--- src/design/opta_pkg.sv ---
// Shared types and constants of the outer product tile accumulator.
// No dependencies.
package opta_pkg;

  localparam int TILE_ROWS_DEF = 16;
  localparam int TILE_COLS_DEF = 64;
  localparam int EXP_W = 12;
  localparam int NORM_STAGES = 6;
  localparam int CELL_LATENCY = 17;

  localparam logic [1:0] KIND_LOAD = 2'd0;
  localparam logic [1:0] KIND_ACC = 2'd1;
  localparam logic [1:0] KIND_CLEAR = 2'd2;
  localparam logic [1:0] KIND_READ = 2'd3;

  localparam logic [31:0] QNAN = 32'h7FC0_0000;
  localparam logic signed [EXP_W-1:0] E_FLOOR = -12'sd188;
  localparam logic signed [EXP_W-1:0] E_SUBN = -12'sd149;
  localparam logic signed [EXP_W-1:0] R_MIN = 12'sd39;
  localparam logic signed [EXP_W-1:0] SHIFT_LIM = 12'sd64;
  localparam logic signed [EXP_W-1:0] BIAS_OUT = 12'sd150;
  localparam logic signed [EXP_W-1:0] EXP_MAX = 12'sd255;

  typedef enum logic [1:0] {
    ST_IDLE,
    ST_ACCUM,
    ST_RD_ISSUE,
    ST_RD_WAIT
  } ctrl_state_t;

  typedef struct packed {
    logic [1:0]  kind;
    logic [5:0]  index;
    logic [31:0] operand;
  } cmd_word_t;

  typedef struct packed {
    logic [3:0]  row;
    logic [5:0]  column;
    logic [31:0] sum;
    logic        last;
  } res_word_t;

  typedef struct packed {
    logic        load;
    logic        acc;
    logic        fresh;
    logic [5:0]  index;
    logic [31:0] operand;
  } chain_t;

  typedef struct packed {
    logic                    act;
    logic [5:0]              index;
    logic [63:0]             np;
    logic signed [EXP_W-1:0] fp;
    logic [63:0]             nc;
    logic signed [EXP_W-1:0] fc;
    logic                    cz;
    logic                    sp;
    logic                    sc;
    logic                    spec;
    logic [31:0]             sval;
  } prod_stage_t;

  typedef struct packed {
    logic                    act;
    logic [5:0]              index;
    logic [63:0]             mx;
    logic [63:0]             my;
    logic signed [EXP_W-1:0] e;
    logic                    sx;
    logic                    sy;
    logic                    spec;
    logic [31:0]             sval;
  } align_stage_t;

  typedef struct packed {
    logic                    act;
    logic [5:0]              index;
    logic [63:0]             s;
    logic signed [EXP_W-1:0] e;
    logic                    sign;
    logic                    spec;
    logic [31:0]             sval;
  } sum_stage_t;

  typedef struct packed {
    logic                    act;
    logic [5:0]              index;
    logic [23:0]             q;
    logic                    rb;
    logic                    st;
    logic signed [EXP_W-1:0] elsb;
    logic                    sign;
    logic                    spec;
    logic [31:0]             sval;
  } round_stage_t;

endpackage

--- src/design/opta_ctrl.sv ---
// Command decode, column valid bits, chain feed and row readout of the tile.
// Depends on opta_pkg.
module opta_ctrl #(
  parameter int TILE_ROWS = opta_pkg::TILE_ROWS_DEF,
  parameter int TILE_COLS = opta_pkg::TILE_COLS_DEF
) (
  input  logic                         clk,
  input  logic                         rst,
  input  logic                         cmd_valid,
  output logic                         cmd_stall,
  input  opta_pkg::cmd_word_t          cmd_word,
  output logic                         res_valid,
  input  logic                         res_stall,
  output opta_pkg::res_word_t          res_word,
  output opta_pkg::chain_t             chain,
  input  opta_pkg::chain_t             chain_tail,
  output logic [$clog2(TILE_COLS)-1:0] rd_col,
  input  logic [31:0]                  rdata [TILE_ROWS]
);

  localparam int COL_W = $clog2(TILE_COLS);
  localparam int ROW_W = $clog2(TILE_ROWS);
  localparam int CNT_W = $clog2(opta_pkg::CELL_LATENCY + 1);
  localparam logic [COL_W-1:0] COL_LAST = COL_W'(TILE_COLS - 1);

  opta_pkg::ctrl_state_t state, state_next;
  logic [TILE_COLS-1:0] col_valid;
  logic [CNT_W-1:0] wait_cnt;
  logic armed;
  logic [ROW_W-1:0] rd_row;
  logic [3:0] out_row;
  logic accept, col_ok, row_ok, res_free, last_col;
  logic [31:0] sum;

  assign cmd_stall = state != opta_pkg::ST_IDLE;
  assign col_ok = 32'(cmd_word.index) < TILE_COLS;
  assign row_ok = 32'(cmd_word.index) < TILE_ROWS;
  assign res_free = !res_valid || !res_stall;
  assign last_col = rd_col == COL_LAST;
  assign sum = col_valid[rd_col] ? rdata[rd_row] : '0;

  always_ff @(posedge clk) begin
    if (rst) begin
      state <= opta_pkg::ST_IDLE;
    end else begin
      state <= state_next;
    end
  end

  always_comb begin
    state_next = state;
    accept = 1'b0;
    case (state)
      opta_pkg::ST_IDLE: begin
        if (cmd_valid) begin
          accept = 1'b1;
          if (cmd_word.kind == opta_pkg::KIND_ACC && col_ok) begin
            state_next = opta_pkg::ST_ACCUM;
          end else if (cmd_word.kind == opta_pkg::KIND_READ && row_ok) begin
            state_next = opta_pkg::ST_RD_ISSUE;
          end
        end
      end
      opta_pkg::ST_ACCUM: begin
        if (armed && wait_cnt == '0) begin
          state_next = opta_pkg::ST_IDLE;
        end
      end
      opta_pkg::ST_RD_ISSUE: begin
        if (res_free) begin
          state_next = opta_pkg::ST_RD_WAIT;
        end
      end
      opta_pkg::ST_RD_WAIT: begin
        state_next = last_col ? opta_pkg::ST_IDLE : opta_pkg::ST_RD_ISSUE;
      end
      default: begin
        state_next = opta_pkg::ST_IDLE;
      end
    endcase
  end

  // feed the row chain
  always_ff @(posedge clk) begin
    chain.load <= 1'b0;
    chain.acc <= 1'b0;
    chain.index <= cmd_word.index;
    chain.operand <= cmd_word.operand;
    chain.fresh <= !col_valid[cmd_word.index[COL_W-1:0]];
    if (accept && cmd_word.kind == opta_pkg::KIND_LOAD) begin
      chain.load <= 1'b1;
    end
    if (accept && cmd_word.kind == opta_pkg::KIND_ACC && col_ok) begin
      chain.acc <= 1'b1;
    end
    if (rst) begin
      chain.load <= 1'b0;
      chain.acc <= 1'b0;
    end
  end

  // column valid bits stand for the zeroed tile
  always_ff @(posedge clk) begin
    if (rst) begin
      col_valid <= '0;
    end else if (accept && cmd_word.kind == opta_pkg::KIND_CLEAR) begin
      col_valid <= '0;
    end else if (accept && cmd_word.kind == opta_pkg::KIND_ACC && col_ok) begin
      col_valid[cmd_word.index[COL_W-1:0]] <= 1'b1;
    end
  end

  // wait for the last row's write back
  always_ff @(posedge clk) begin
    if (rst) begin
      armed <= 1'b0;
      wait_cnt <= '0;
    end else if (accept) begin
      armed <= 1'b0;
    end else if (chain_tail.acc) begin
      armed <= 1'b1;
      wait_cnt <= CNT_W'(opta_pkg::CELL_LATENCY);
    end else if (armed && wait_cnt != '0) begin
      wait_cnt <= wait_cnt - 1'b1;
    end
  end

  // readout
  always_ff @(posedge clk) begin
    if (accept) begin
      rd_row <= cmd_word.index[ROW_W-1:0];
      out_row <= cmd_word.index[3:0];
      rd_col <= '0;
    end else if (state == opta_pkg::ST_RD_WAIT && !last_col) begin
      rd_col <= rd_col + 1'b1;
    end
  end

  always_ff @(posedge clk) begin
    if (rst) begin
      res_valid <= 1'b0;
    end else if (state == opta_pkg::ST_RD_WAIT) begin
      res_valid <= 1'b1;
    end else if (res_valid && !res_stall) begin
      res_valid <= 1'b0;
    end
  end

  always_ff @(posedge clk) begin
    if (state == opta_pkg::ST_RD_WAIT) begin
      res_word.row <= out_row;
      res_word.column <= 6'(rd_col);
      res_word.sum <= sum;
      res_word.last <= last_col;
    end
  end

endmodule

--- config.mk ---
export PLATFORM = sky130hd
export DESIGN_NAME = opta_ctrl
export DESIGN_NICKNAME = d
export VERILOG_FILES = /design/src/design/opta_pkg.sv /design/src/design/opta_ctrl.sv
export SDC_FILE = /design/constraint.sdc
export NUM_CORES = 1
export LEC_CHECK = 0
export BUFFER_PORTS_ARGS = -buffer_cell sky130_fd_sc_hd__buf_2
export CORE_AREA = 2 2 268 270
export CTS_CLUSTER_DIAMETER = 80
export DETAILED_ROUTE_END_ITERATION = 8
export DIE_AREA = 0 0 270 272
export GPL_TIMING_DRIVEN = 1
export SLEW_MARGIN = 20
export SYNTH_ARGS = -nofsm -noshare
export SYNTH_HDL_FRONTEND = slang
export SYNTH_SLANG_ARGS = --single-unit
--- constraint.sdc ---
create_clock -name clk -period 2.9 [get_ports clk]
set_input_delay 0.145 -clock clk [delete_from_list [all_inputs] [get_ports clk]]
set_output_delay 0.145 -clock clk [all_outputs]
set_load 0.01 [all_outputs]
==> results of run 1 <==
[metal layers]
| layer | part of all wire [%] | up-vias |
|---|---|---|
| li1 | - | 5190 |
| met1 | 39 | 5434 |
| met2 | 46 | 619 |
| met3 | 10 | 131 |
| met4 | 4.9 | 16 |
| met5 | 0.14 | - |
[placed cells by master (no fill, tap or decap), types with 4 or more instances in the layout]
master and count:
nor2_1 99, nor2b_1 6, inv_1 7, buf_2 648
o21bai_1 21, mux4_2 86, nor4_1 5, nand2_1 22
nand3_1 7, nand2b_1 13, dfxtp_1 120, edfxtp_1 47
mux2i_1 121, inv_6 4, a31oi_1 4, nor3_1 33
buf_4 31, a22oi_1 49, o21ai_0 28, a221oi_1 32
nand4_1 4, a21oi_1 117, dlygate4sd3_1 44, clkbuf_16 17
buf_12 14, mux2_2 24, a2bb2oi_1 4, a211oi_1 4
diode_2 24
[worst paths after layout]
kind,from,to,cells after the start
worst max-delay path,rd_col[1],res_word[18],8
worst min-delay path,cmd_word[32],chain[32],1
worst max register to register,rd_col[1],res_word[18],8
worst min register to register,col_valid[36],col_valid[36],2
[through the flow]
| stage | cell area, µm² | util, % |
|---|---|---|
| 2_1_floorplan | 10390 | - |
| 3_3_place_gp | 14960 | 21.15 |
| 3_5_place_dp | 14960 | 21.15 |
| 4_1_cts | 16010 | 22.63 |
| 5_1_grt | 16040 | 22.68 |
| 6_report | 16070 | 22.71 |
[cell usage after synthesis (2+ instances only)]
| library cell | number | area share, % |
|---|---|---|
| dfxtp_1 | 120 | 23 |
| a211o_1 | 2 | 0.17 |
| a211oi_1 | 4 | 0.29 |
| a31oi_1 | 4 | 0.24 |
| o21bai_1 | 21 | 1.5 |
| buf_1 | 16 | 0.58 |
| a21oi_1 | 117 | 5.6 |
| o22ai_1 | 2 | 0.12 |
| nor3_1 | 33 | 1.6 |
| nor3b_1 | 3 | 0.22 |
| xor2_1 | 3 | 0.25 |
| a22oi_1 | 49 | 3.5 |
| or2_2 | 3 | 0.18 |
| buf_4 | 7 | 0.51 |
| nand2b_1 | 13 | 0.78 |
| clkbuf_1 | 44 | 1.6 |
| nand4_1 | 4 | 0.24 |
| a221oi_1 | 32 | 2.7 |
| or3_1 | 2 | 0.12 |
| nor2b_1 | 7 | 0.42 |
| buf_6 | 2 | 0.22 |
| mux2i_1 | 121 | 12 |
| o221ai_1 | 2 | 0.17 |
| edfxtp_1 | 47 | 14 |
| nor2_1 | 100 | 3.6 |
| nand3_1 | 7 | 0.34 |
| inv_1 | 8 | 0.29 |
| mux4_2 | 86 | 19 |
| a2bb2oi_1 | 4 | 0.34 |
| ha_1 | 2 | 0.24 |
| buf_2 | 18 | 0.87 |
| and2_1 | 2 | 0.12 |
| nand2_1 | 22 | 0.79 |
| o21ai_0 | 28 | 1.3 |
| mux2_2 | 24 | 2.6 |
| nor4_1 | 5 | 0.30 |
[sequential cells by signal, summed over array words and instances, names as in the netlist]
name       flops
armed          1
chain         41
col_valid     64
out_row        4
rd_col         6
res_valid      1
res_word      43
state          2
wait_cnt       5
[logic make-up (layout without fill, tap and decap cells)]
logic type,count (synthesis),in the layout
compound gates,272,272
xor+xnor,4,4
fa+ha+maj,2,2
buf+inv,96,778
flops,167,167
mux,231,231
other cells,0,24
simple gates,206,206
[repair_timing]
item                                   4_1_cts  5_1_grt
setup endpoints to repair                    0        0
endpoints found under the hold margin       47        0
hold buffers                                44        0
[power groups by stage]
| stage | clock (µW) | sequential (µW) | combinational, µW |
|---|---|---|---|
| after floorplan | 0 | 2520 | 734 |
| after global placement | 0 | 2510 | 1450 |
| after detailed placement | 0 | 2510 | 1450 |
| after CTS | 2610 | 2460 | 1500 |
| after global routing | 2690 | 2460 | 1610 |
| final | 2490 | 2460 | 1500 |
[worst max-delay path, stage by stage, from the launching register on]
cell	delay, ns
dfxtp_1	0.36
buf_12	0.20
mux4_2	0.53
a22oi_1	0.25
nand3_1	0.11
a211o_1	0.31
nand2_2	0.11
buf_4	0.25
nor3_1	0.10
[cell type report]
cell class / count / area, µm²
flip-flops and latches: 167 / 3814
well taps: 950 / 1189
inverters: 9 / 33.78
diodes: 24 / 60.06
clock buffers: 18 / 429.2
clock inverters: 14 / 180.2
multi-input cells: 715 / 6168
repair buffers: 737 / 4197
fillers: 7727 / 54680
==> flow_summary.ini, run 1 <==
[run_status]
outcome = completed

[detailed_routing]
route.antenna.remaining_nets = 0
first_iter_violations = 815
drt-wirelength-per-cell_um = 23.97
vias_per_cell = 4.324
drc = 0
vias = 11390
dr.pass1.iters = 5
finalWirelength_um = 63130

[timing]
finalCritPeriodShare_pct = 86.01
rsz0062_at_grt = false
worst_pin_slew_ns = 0.8489
fin_tns_setup_ns = 0
skew_ns = 0.01696
finalSetupViolCount = 0
final-hold-violation-count = 0
fmax_mhz = 400.9
slew_headroom_pct = 41.79
timing.hold.ws_ns = 0.07987
finalMaxSlewViolations = 0
fin_crit_ns = 2.494
setup_ws_ns = 0.4058

[placement]
io_buffers = 648
place_inst = 2534
dp_slack_ns = 0.3937
gp_congestion = 0.8877
dpl.hpwl_um = 51770

[layout]
nets = 2246
drive_gt1_share_pct = 50.78
fin_cells = 2634
area_growth_syn_to_layout_pct = 54.65

[synth]
avgSynthCellArea_um2 = 10.62
dominantRegCellSynth = dfxtp_1
synthDistinctLibCells = 50
yosys_warnings = 0
syn_nets = 1577
synth_mux_area_share_pct = 32.90
synth-xor-area-share_pct = 0.3371
synth_compound_area_share_pct = 16.64
synth_cells = 978
synth_top_family_by_area = multiplexers
async_flop_share_pct = 0
synthAdderAreaFrac_pct = 0.2408
synth_seq_cells = 167
synth-edff-count = 47
synth_area_um2 = 10390
yosys.area_share.simple_pct = 9.103
yosysSeqAreaShare_pct = 36.70

[global_route]
met2_usage_pct = 26.34
grt_pass1_vias = 10932
grt_max_degree = 68
antenna_found_initial = 52
use_met1_pct = 19.30
grt.busiest_layer = met2
use_met3_pct = 6.541
grt_pass1_wl_um = 84080
grt_overflow = 0
grt.total_usage_pct = 16.46

[floorplanning]
die_w_um = 270
die_h_um = 272
die_area_um2 = 73440
num_rows = 98
io_pins = 689
initial_core_util_pct = 14.69
coreArea_um2 = 70750

[cts]
clock-root-buffer = clkbuf_16
cts.sinks = 167
post_cts_buffers = 0
post_cts_resized = 0
clockBufferDepth = 2
clk_pin_slew_worst_paths_ns = 0.08
cts_tree = built
clock_latency_ns = 0.49
htreeDepth = 4
numCtsBuffers = 17

[power]
p_seq_share_pct = 38.1
ir_worst_vdd_uv = 344.5
p_sw_uw = 1998
p_clk_share_pct = 38.6
power_frac_comb_pct = 23.3
cellPowerDensity_nw_per_um2 = 401.4
p_int_uw = 4454
switching_share_pct = 30.96
power.leakage_uw = 0.006912
power_uw = 6451

[critical_path]
worstPathMaxFanout = 21
endpoint_kind = register
reg2reg_setup_slack_ns = 0.41
critPathRequiredTime_ns = 3.14
arrival_ns = 2.73
worst_setup_path_start_kind = register
path_class = reg -> reg

[worst_hold_path]
hold_path.class = in -> reg

[run]
maxCapViolCount = 0
Note: power is estimated with default switching activity, not from simulation.
==> run 2: changes to the inputs <==
--- a/config.mk
+++ b/config.mk
@@ -5,6 +5,7 @@
 export SDC_FILE = /design/constraint.sdc
 export NUM_CORES = 1
 export LEC_CHECK = 0
+export ABC_AREA = 1
 export BUFFER_PORTS_ARGS = -buffer_cell sky130_fd_sc_hd__buf_2
 export CORE_AREA = 2 2 268 270
 export CTS_CLUSTER_DIAMETER = 80
==> run 2 against run 1 <==
Net effect:
- synthesized cell count rose by 83%
- area after synthesis up 11%
- clock skew is essentially flat
- first-iteration DRC count increased by 75%
- final area rose by 5.2%
- global-route usage increased by 1.1 points
- worst setup slack worse by 0.16 ns
- critical path depth increased by 1
- utilization grew 1.2 points
- die area did not move
- maximum frequency shrank 6.0%
- critical endpoint is now res_word[21]
- largest power group is now registers
==> flow_summary.ini, run 2 <==
[run_status]
outcome = completed

[cts]
numCtsBuffers = 17
clock_latency_ns = 0.48
cts_tree = built
clockBufferDepth = 2
htreeDepth = 4
clk_pin_slew_worst_paths_ns = 0.07
cts.sinks = 167
clock-root-buffer = clkbuf_16
post_cts_buffers = 0

[detailed_routing]
vias_per_cell = 4.557
drt-wirelength-per-cell_um = 19.90
first_iter_violations = 1427
route.antenna.remaining_nets = 0
dr.pass1.iters = 5
finalWirelength_um = 67550
drc = 0
vias = 15472

[timing]
slew_headroom_pct = 40.15
worst_pin_slew_ns = 0.8977
fmax_mhz = 377.0
rsz0062_at_grt = false
finalMaxSlewViolations = 0
fin_tns_setup_ns = 0
finalCritPeriodShare_pct = 91.47
skew_ns = 0.01709
final-hold-violation-count = 0
finalSetupViolCount = 0
fin_crit_ns = 2.652

[synth]
synth-edff-count = 47
avgSynthCellArea_um2 = 6.436
netlist.area_leader.share_pct = 20.84
synthDistinctLibCells = 31
synth_area_leaders = dfxtp_1, nor2_1, edfxtp_1
synth_seq_cells = 167
dominantRegCellSynth = dfxtp_1
syn_nets = 2390
yosysSeqAreaShare_pct = 33.09
synth_cells = 1791
ys_top_cells_by_count = nor2_1, o21ai_0, nand2_1
yosysMostFrequentCell = nor2_1
yosys.area.top_type = dfxtp_1
synth_area_um2 = 11530
async_flop_share_pct = 0
yosys_warnings = 0

[worst_hold_path]
hold_path.class = in -> reg
hold_start = cmd_word[34]

[floorplanning]
die_area_um2 = 73440
num_rows = 98
die_w_um = 270
io_pins = 689
initial_core_util_pct = 16.29
die_h_um = 272
coreArea_um2 = 70750

[power]
power.leakage_uw = 0.007208
ir_worst_vdd_uv = 514.3
cellPowerDensity_nw_per_um2 = 399.5

[global_route]
grt_pass1_wl_um = 94870
antenna_found_initial = 37
grt_max_degree = 99
grt_overflow = 0
grt_pass1_vias = 14143
grt.total_usage_pct = 17.60

[critical_path]
critPathRequiredTime_ns = 3.23
worst_setup_path_start_kind = register
arrival_ns = 2.98
worstPathMaxFanout = 98
cp-startpoint = out_row[0]
endpoint = res_word[21]
reg2reg_to = res_word[21]
reg2reg_setup_slack_ns = 0.25
path_class = reg -> reg
ff2ff_path_depth = 9
rr_startpoint = out_row[0]
endpoint_kind = register

[placement]
dpl.hpwl_um = 52760
io_buffers = 648
place_area_um2 = 15880
gp_congestion = 0.9407
place_inst = 3307

[layout]
layout_common_cells = buf_2, nor2_1, o21ai_0
fin_util_pct = 23.90
mostFrequentLayoutCell = buf_2
design_area_um2 = 16910
nets = 3016
regMostFlops = col_valid
largest_reg_flops = 64
fin_cells = 3395
area_growth_syn_to_layout_pct = 46.72
drive_gt1_share_pct = 32.67
reg.largest.list = col_valid: 64 flops, res_word: 43 flops, chain: 41 flops

[run]
maxCapViolCount = 0
run 2: metal layers:
metal,track usage (%),part of all wire [%],up-vias
li1,-,-,7329
met1,22.19,41,7175
met2,28.32,46,827
met3,4.470,8.7,133
met4,7.792,4.0,8
met5,0,0.081,-
run 2: worst max-delay path: stages, from the launching register on:
cell	delay, ns
edfxtp_1	0.72
buf_4	0.25
buf_12	0.29
o21ai_0	0.19
o211ai_1	0.36
buf_4	0.19
nand3_1	0.14
nand2_1	0.12
inv_1	0.05
a21oi_2	0.09
run 2: cell type report:
cell class | instances | area, µm²
Clock buffer | 18 | 429.2
Clock inverter | 14 | 157.7
Fill cell | 8059 | 53840
Antenna cell | 15 | 37.54
Timing Repair Buffer | 746 | 4232
Tap cell | 950 | 1189
Sequential cell | 167 | 3814
Inverter | 124 | 474.2
Multi-Input combinational cell | 1361 | 6579
run 2: stage by stage:
step	total power, µW	setup WS [ns]	hold WS (ns)
2_1_floorplan	3476	1.147	0.1727
3_3_place_gp	4359	0.3356	0.2469
3_5_place_dp	4369	0.3092	0.2489
4_1_cts	6838	0.2940	0.008553
5_1_grt	7126	0.07917	0.02634
6_report	6756	0.2475	0.05379
run 2: logic make-up after synthesis:
| family | share of synthesized area [%] |
|---|---|
| AND/OR/NAND/NOR | 28.57 |
| AO/OA/AOI/OAI | 28.07 |
| buffers and inverters | 10.05 |
| flip-flops | 33.09 |
| adder cells (fa/ha/maj) | 0.2171 |
run 2: repair_timing:
| item | CTS | global route |
|---|---|---|
| endpoints found under the hold margin | 43 | 0 |
| hold buffers | 41 | 0 |
| setup endpoints to repair | 0 | 0 |
| gates resized for setup | 0 | 0 |
run 2: worst min-delay path by stage:
| stage | to | slack (ns) | cells after the start |
|---|---|---|---|
| finish | chain[34] | 0.05 | 2 |
| global route | chain[34] | 0.03 | 2 |
| CTS | chain[34] | 0.009 | 2 |
| detailed placement | chain[31] | 0.25 | 1 |
| global placement | chain[15] | 0.25 | 1 |
| floorplan | chain[0] | 0.17 | 0 |
run 2: where the power goes:
part	total, µW	switching [µW]	internal [µW]
Combinational	1900	1150	747
Clock	2390	1160	1230
Sequential	2470	28.6	2440
